**src/sv/bpgn_pkg.sv**
```systemverilog
package bpgn_pkg;

   // Field widths of the command and result items
   localparam int OP_W    = 3;
   localparam int WIDX_W  = 2;
   localparam int VAR_W   = 10;
   localparam int LANE_W  = 64;

   // Default sizing of the value memory
   localparam int NUM_VARS_DEF = 1024;
   localparam int WORDS_DEF    = 4;

   // Operation codes
   localparam logic [OP_W-1:0] OP_WRITE    = 3'd0;
   localparam logic [OP_W-1:0] OP_AND      = 3'd1;
   localparam logic [OP_W-1:0] OP_XOR      = 3'd2;
   localparam logic [OP_W-1:0] OP_CLAUSE   = 3'd3;
   localparam logic [OP_W-1:0] OP_READ     = 3'd4;
   localparam logic [OP_W-1:0] OP_SETVALID = 3'd5;

   // Controller to datapath
   typedef struct packed {
      logic load;   // capture the accepted item
      logic rd1;    // first memory read phase
      logic rd2;    // second read phase (gates only: old row)
      logic exec;   // compute, store, emit result
   } bpgn_cmd_type;

   // Datapath to controller
   typedef struct packed {
      logic is_gate;
   } bpgn_stat_type;

endpackage

```
**src/sv/bpgn_ctrl.sv**
```systemverilog
module bpgn_ctrl (
   input  logic                    clock,
   input  logic                    reset,
   input  logic                    start,
   output logic                    busy,
   input  bpgn_pkg::bpgn_stat_type stat,
   output bpgn_pkg::bpgn_cmd_type  cmd
);
   import bpgn_pkg::*;

   localparam logic [1:0] ST_IDLE = 2'd0;
   localparam logic [1:0] ST_RD1  = 2'd1;
   localparam logic [1:0] ST_RD2  = 2'd2;
   localparam logic [1:0] ST_EXEC = 2'd3;

   logic [1:0] state_ff;
   logic [1:0] state_in;

   always_comb begin
      state_in = state_ff;
      cmd      = '0;
      unique case (state_ff)
         ST_IDLE: begin
            if (start) begin
               cmd.load = 1'b1;
               state_in = ST_RD1;
            end
         end
         ST_RD1: begin
            cmd.rd1  = 1'b1;
            state_in = stat.is_gate ? ST_RD2 : ST_EXEC;
         end
         ST_RD2: begin
            cmd.rd2  = 1'b1;
            state_in = ST_EXEC;
         end
         ST_EXEC: begin
            cmd.exec = 1'b1;
            state_in = ST_IDLE;
         end
         default: state_in = ST_IDLE;
      endcase
   end

   always_ff @(posedge clock) begin
      if (reset) begin
         state_ff <= ST_IDLE;
      end else begin
         state_ff <= state_in;
      end
   end

   assign busy = (state_ff != ST_IDLE);

   a_accept_to_rd1: assert property (@(posedge clock) disable iff (reset)
      (start && !busy) |=> (state_ff == ST_RD1))
      else $error("accepted item did not enter first read phase");

   a_rd2_only_gate: assert property (@(posedge clock) disable iff (reset)
      (state_ff == ST_RD2) |-> stat.is_gate)
      else $error("second read phase on a non-gate item");

   a_rd2_after_rd1: assert property (@(posedge clock) disable iff (reset)
      (state_ff == ST_RD2) |-> ($past(state_ff) == ST_RD1))
      else $error("second read phase not preceded by first");

   a_exec_once: assert property (@(posedge clock) disable iff (reset)
      (state_ff == ST_EXEC) |=> (state_ff == ST_IDLE))
      else $error("execute phase did not return to idle");

endmodule

```
**config.mk**
```make
export PLATFORM = sky130hd
export DESIGN_NAME = bpgn_ctrl
export DESIGN_NICKNAME = d
export VERILOG_FILES = /design/src/sv/bpgn_pkg.sv /design/src/sv/bpgn_ctrl.sv
export SDC_FILE = /design/constraint.sdc
export NUM_CORES = 1
export LEC_CHECK = 0
export BUFFER_PORTS_ARGS = -buffer_cell sky130_fd_sc_hd__buf_4
export CELL_PAD_IN_SITES_DETAIL_PLACEMENT = 1
export CELL_PAD_IN_SITES_GLOBAL_PLACEMENT = 2
export CORE_AREA = 5 5 42 44
export DETAILED_ROUTE_END_ITERATION = 16
export DIE_AREA = 0 0 47 49
export PLACE_DENSITY = 0.43
export REMOVE_ABC_BUFFERS = 1
export SKIP_LAST_GASP = 1
export SLEW_MARGIN = 30
export SYNTH_ARGS = -nofsm -noshare
export SYNTH_HDL_FRONTEND = slang
export SYNTH_SLANG_ARGS = --single-unit
```
**constraint.sdc**
```tcl
create_clock -name clock -period 1.3 [get_ports clock]
set_input_delay 0.065 -clock clock [delete_from_list [all_inputs] [get_ports clock]]
set_output_delay 0.065 -clock clock [all_outputs]
set_load 0.02 [all_outputs]
```
==> results.cfg, run 1 <==
[layout]
layout_commonest_cell = buf_4
diodes = 0
layout_common_cells = buf_4 (13), ha_1 (4), inv_1 (3), clkbuf_4 (3), dfxtp_1 (2)
seq_area_um2 = 40.0
design_area_um2 = 315
largest_reg_flops = 2
final_nets = 45
num-fill-cells = 174
drive_gt1_frac = 0.559
biggestRegsByFlops = state_ff x2
top_register = state_ff
area_growth_pct = 89.5
multi_input_area_um2 = 124
instances_no_fill = 50

[critical_path]
crit_fanout = 3
startpoint = state_ff[0]$_SDFFE_PP0P_
arrival_ns = 1.13
path_cells = inv_1, ha_2, and2_2, buf_4
end_kind = output pin
cp_slowest_cell = dfxtp_1
cp_data_required_time_ns = 1.24
r2r_start = state_ff[0]$_SDFFE_PP0P_
cp_slowest_stage_delay_ns = 0.33
worst-setup-path-type = reg2out
start_kind = flip-flop

[sta]
relSlewSlack = 0.845
hold_viol = 0
setup_tns_ns = 0
setup_viol = 0
rsz0062_at_grt = false
worst_pin_slew_ns = 0.230
finClkSkew_ns = 0.00212
period_share = 0.919
slew_viol_final = 0
fin_crit_ns = 1.20
max_freq_ghz = 0.837

[hold_path]
hold_start = reset
holdCritPathClass = in2reg

[die]
dieArea_um2 = 2300
dieHeight_um = 49
ios = 9
initial_core_util = 0.119
die_x_um = 47
core_um2 = 1400
rows = 14

[cts]
cts_tree = done
clkTransAtPathRegs_ns = 0.03
insertion_delay_ns = 0.22
clock_path_buffers = 2
clock-sinks = 2
cts_buffers = 3
postCtsHoldBufs = 0
cts_root_buffer = clkbuf_4
htreeDepth = 1

[routing]
drc_errors = 0
vias = 175
vias_per_cell = 3.50
wire_per_inst_um = 8.56
final_antenna_net_count = 0
drtPass1Iterations = 1
drt_iter0_markers = 0
routed_wl_um = 428

[power]
p_leak_nw = 0.166
swShare = 0.406
p_seq_frac = 0.137
p_comb_frac = 0.687
max-vdd-ir-drop_mv = 0.821
p_int_mw = 0.448
power.share.clock = 0.176
p_sw_mw = 0.306
p_per_area_nw_per_um2 = 2390
total_power_mw = 0.754

[yosys]
synthesis.area_um2 = 166
ys_seq_elements = 2
yosysSeqAreaShare = 0.241
avgSynthCellArea_um2 = 9.25
synth.distinct_cells = 11
synthCells = 18
yosys_warnings = 0

[grt]
grtUsageTotal = 0.0450
antenna_found_initial = 0
grt_overflow = 0
grt_max_degree = 5
grt_pass1_wl_um = 745
gr-usage-met1 = 0.0372
grt_pass1_vias = 205
gr-max-usage-layer = met2
grt_util_met2 = 0.0769
use_met3 = 0.0369

[placed_design]
place_area_um2 = 269
gp_congestion = 0.598
placedCellCount = 45
portBuffers = 8

[outcome]
outcome = complete, no violations

[flow_run]
cap_violations = 0
==> Yosys cell counts (all sizes together) <==
cell / number / area, µm²
ha: 5 / 62.6
nor2b: 1 / 6.26
nor2: 1 / 3.75
nand2b: 1 / 6.26
a221oi: 1 / 8.76
o21ai: 1 / 5.00
inv: 3 / 11.3
dfxtp: 2 / 40.0
nor3: 1 / 5.00
mux2i: 1 / 10.0
and2: 1 / 7.51
==> area by class of cell <==
cell class,count,share of cell area
well taps,16,0.0635
flip-flops and latches,2,0.127
clock buffers,3,0.0714
inverters,3,0.0357
multi-input cells,13,0.393
repair buffers,13,0.310
==> stage by stage <==
stage	hold WS [ns]	worst slack, ns	utilization
after floorplan	0.137	0.115	-
after global placement	0.244	0.105	0.192
after detailed placement	0.249	0.0622	0.192
after CTS	0.0186	0.0507	0.208
after global routing	0.0132	0.00372	0.225
final	0.0154	0.105	0.225
==> final timing paths <==
path / end / slack [ns] / depth (start not counted)
max: cmd[3] / 0.10 / 4
min: state_ff[0]$_SDFFE_PP0P_ / 0.02 / 2
max reg2reg: state_ff[0]$_SDFFE_PP0P_ / 0.10 / 5
min reg2reg: state_ff[0]$_SDFFE_PP0P_ / 0.62 / 3
==> routing by layer <==
metal | routed length (µm) | part of all wire | up-vias
li1 | - | - | 91
met1 | 159 | 0.37 | 80
met2 | 232 | 0.54 | 4
met3 | 36 | 0.084 | 0
met4 | 0 | 0 | 0
met5 | 0 | 0 | -
==> power by group through the flow <==
stage	Clock (mW)	Sequential, mW	Combinational, mW
6_report	0.133	0.103	0.518
5_1_grt	0.149	0.107	0.576
4_1_cts	0.140	0.103	0.475
3_5_place_dp	0	0.103	0.475
3_3_place_gp	0	0.104	0.472
2_1_floorplan	0	0.111	0.270
==> repair_timing <==
action / 4_1_cts / 5_1_grt
buffers inserted: 0 / 2
setup endpoints to repair: 0 / 2
gates resized for setup: 0 / 2
==> kinds of logic (layout without fill, tap and decap cells) <==
| family | count (synthesis) | after routing | share of synthesized area |
|---|---|---|---|
| DFF | 2 | 2 | 0.241 |
| adders and majority gates | 5 | 5 | 0.376 |
| and+or+nand+nor | 5 | 5 | 0.173 |
| buffers and inverters | 3 | 19 | 0.0677 |
| muxes | 1 | 1 | 0.0602 |
| AOI/OAI and AO/OA | 2 | 2 | 0.0827 |
==> worst max-delay path: cells and delay by family (launching register included) <==
family                   cells  cell delay, ns
buffers and inverters        2            0.21
flip-flops                   1            0.33
AND/OR/NAND/NOR              1            0.18
adder cells (fa/ha/maj)      1            0.19
Note: power is estimated with default switching activity, not from simulation.
==> run 2, diff against run 1 <==
Settings changed: PLACE_DENSITY 0.43 to 0.48, TNS_END_PERCENT from default to 100.
==> run 2 against run 1 <==
  * Clock-buffer cell count unchanged
  * Core utilization shrank 0.18 points
  * Worst setup slack got worse by 0.012 ns
  * Non-clock buffer count unchanged
  * Fmax is 0.98% lower
  * Worst hold slack better by 0.21 ns
  * Critical path type unchanged
  * Register-to-register slack barely moved
  * Cell count is the same
  * Via count increased by 3.4%
  * First-iteration DRC count rose by 1
==> results.cfg, run 2 (synthesized netlist as in run 1, its figures left out) <==
[layout]
instances_no_fill = 50
layout_commonest_cell = buf_4
final_nets = 45
layout_common_cells = buf_4 (12), ha_1 (4), inv_1 (3), clkbuf_4 (3)
num-fill-cells = 175
design_area_um2 = 313
area_growth_pct = 88.0
top_register = state_ff
drive_gt1_frac = 0.529
biggestRegsByFlops = state_ff x2
diodes = 0
final_util = 0.223
largest_reg_flops = 2

[grt]
grtUsageTotal = 0.0478
grt_max_degree = 5
grt_pass1_wl_um = 724
grt_pass1_vias = 204
antenna_found_initial = 0
grt_overflow = 0

[sta]
fin_ws_ns = 0.0931
worst_pin_slew_ns = 0.203
slew_viol_final = 0
period_share = 0.928
hold_viol = 0
max_freq_ghz = 0.829
setup_viol = 0
relSlewSlack = 0.864
finClkSkew_ns = 0.000839
fin_crit_ns = 1.21

[hold_path]
holdCritPathClass = in2reg
hold_start = stat
hold-path-cell-count = 4
holdPathEnd = state_ff[0]$_SDFFE_PP0P_

[die]
initial_core_util = 0.119
dieHeight_um = 49
rows = 14
dieArea_um2 = 2300
die_x_um = 47
core_um2 = 1400
ios = 9

[power]
p_leak_nw = 0.164
max-vdd-ir-drop_mv = 0.648
p_per_area_nw_per_um2 = 2340

[cts]
clock_path_buffers = 2
clock-sinks = 2
cts_root_buffer = clkbuf_4
cts_tree = done
cts_buffers = 3
insertion_delay_ns = 0.22
clkTransAtPathRegs_ns = 0.03
htreeDepth = 1

[placed_design]
place_area_um2 = 262
placedCellCount = 44
pre_cts_ws_ns = 0.0342
portBuffers = 8
gp_congestion = 0.648
hpwl_um = 363

[routing]
final_antenna_net_count = 0
routed_wl_um = 481
drc_errors = 0
vias = 181
vias_per_cell = 3.62
drtPass1Iterations = 4
wire_per_inst_um = 9.62
drt_iter0_markers = 1

[critical_path]
path_cells = inv_1, ha_2, and2_2, buf_4
cp_data_required_time_ns = 1.24
crit_fanout = 3
critPathBufInv = 2
cp_slowest_cell = dfxtp_1
r2r_slack_ns = 0.10
cp_slowest_stage_delay_ns = 0.31
end_kind = output pin
crit_family = flip-flops
r2r_start = state_ff[1]$_SDFFE_PP0P_
start_kind = flip-flop
worst-setup-path-type = reg2out
r2r_end = state_ff[0]$_SDFFE_PP0P_
ff2ff_path_depth = 5
arrival_ns = 1.14

[flow_run]
cap_violations = 0

[outcome]
outcome = complete, no violations
run 2: changes by cell type in the layout (fill, tap and decap cells not counted), sizes merged:
| cell | delta |
|---|---|
| buf | -1 |
| dlygate4sd3 | +1 |
run 2: worst max path at each step:
stage                             start                       end  cells past startpoint
2_1_floorplan  state_ff[1]$_SDFFE_PP0P_  state_ff[0]$_SDFFE_PP0P_                      5
3_3_place_gp   state_ff[0]$_SDFFE_PP0P_  state_ff[0]$_SDFFE_PP0P_                      5
3_5_place_dp   state_ff[0]$_SDFFE_PP0P_  state_ff[0]$_SDFFE_PP0P_                      5
4_1_cts        state_ff[0]$_SDFFE_PP0P_                    cmd[3]                      4
5_1_grt        state_ff[1]$_SDFFE_PP0P_  state_ff[0]$_SDFFE_PP0P_                      5
6_report       state_ff[1]$_SDFFE_PP0P_                    cmd[3]                      4
run 2: metal layers:
| metal | global-route usage | vias up | part of all wire |
|---|---|---|---|
| li1 | - | 91 | - |
| met1 | 0.0393 | 81 | 0.36 |
| met2 | 0.0724 | 7 | 0.52 |
| met3 | 0.0111 | 2 | 0.083 |
| met4 | 0.0691 | 0 | 0.035 |
| met5 | 0 | - | 0 |
run 2: repair_timing:
action                     CTS  global route
setup endpoints to repair    1             2
pin swaps                    0             1
hold endpoints to repair     2             0
hold buffers                 1             0
buffers inserted             0             2
resized for setup            1             1
gates cloned                 0             0
run 2: worst min-delay path, stage by stage:
cell and delay (ns):
buf_4 0.08, nor2b_1 0.04, nor3_1 0.13, a221oi_1 0.09
run 2: final cells by class:
class	instances	area [µm²]	area share
multi-input cells	13	118	0.376
repair buffers	13	100	0.320
flip-flops and latches	2	41.3	0.132
clock buffers	3	22.5	0.0720
well taps	16	20.0	0.0640
inverters	3	11.3	0.0360
run 2: through the flow:
| stage | hold WS, ns | power, mW | TNS, ns |
|---|---|---|---|
| 6_report | 0.227 | 0.731 | 0 |
| 5_1_grt | 0.286 | 0.799 | -0.0192 |
| 4_1_cts | 0.217 | 0.717 | 0 |
| 3_5_place_dp | 0.236 | 0.563 | 0 |
| 3_3_place_gp | 0.238 | 0.552 | 0 |
| 2_1_floorplan | 0.137 | 0.381 | 0 |
run 2: report_power, final:
group,internal [mW],total [mW],switching (mW)
combinational,0.236,0.484,0.248
sequential,0.0923,0.110,0.0173
clock,0.102,0.138,0.0358
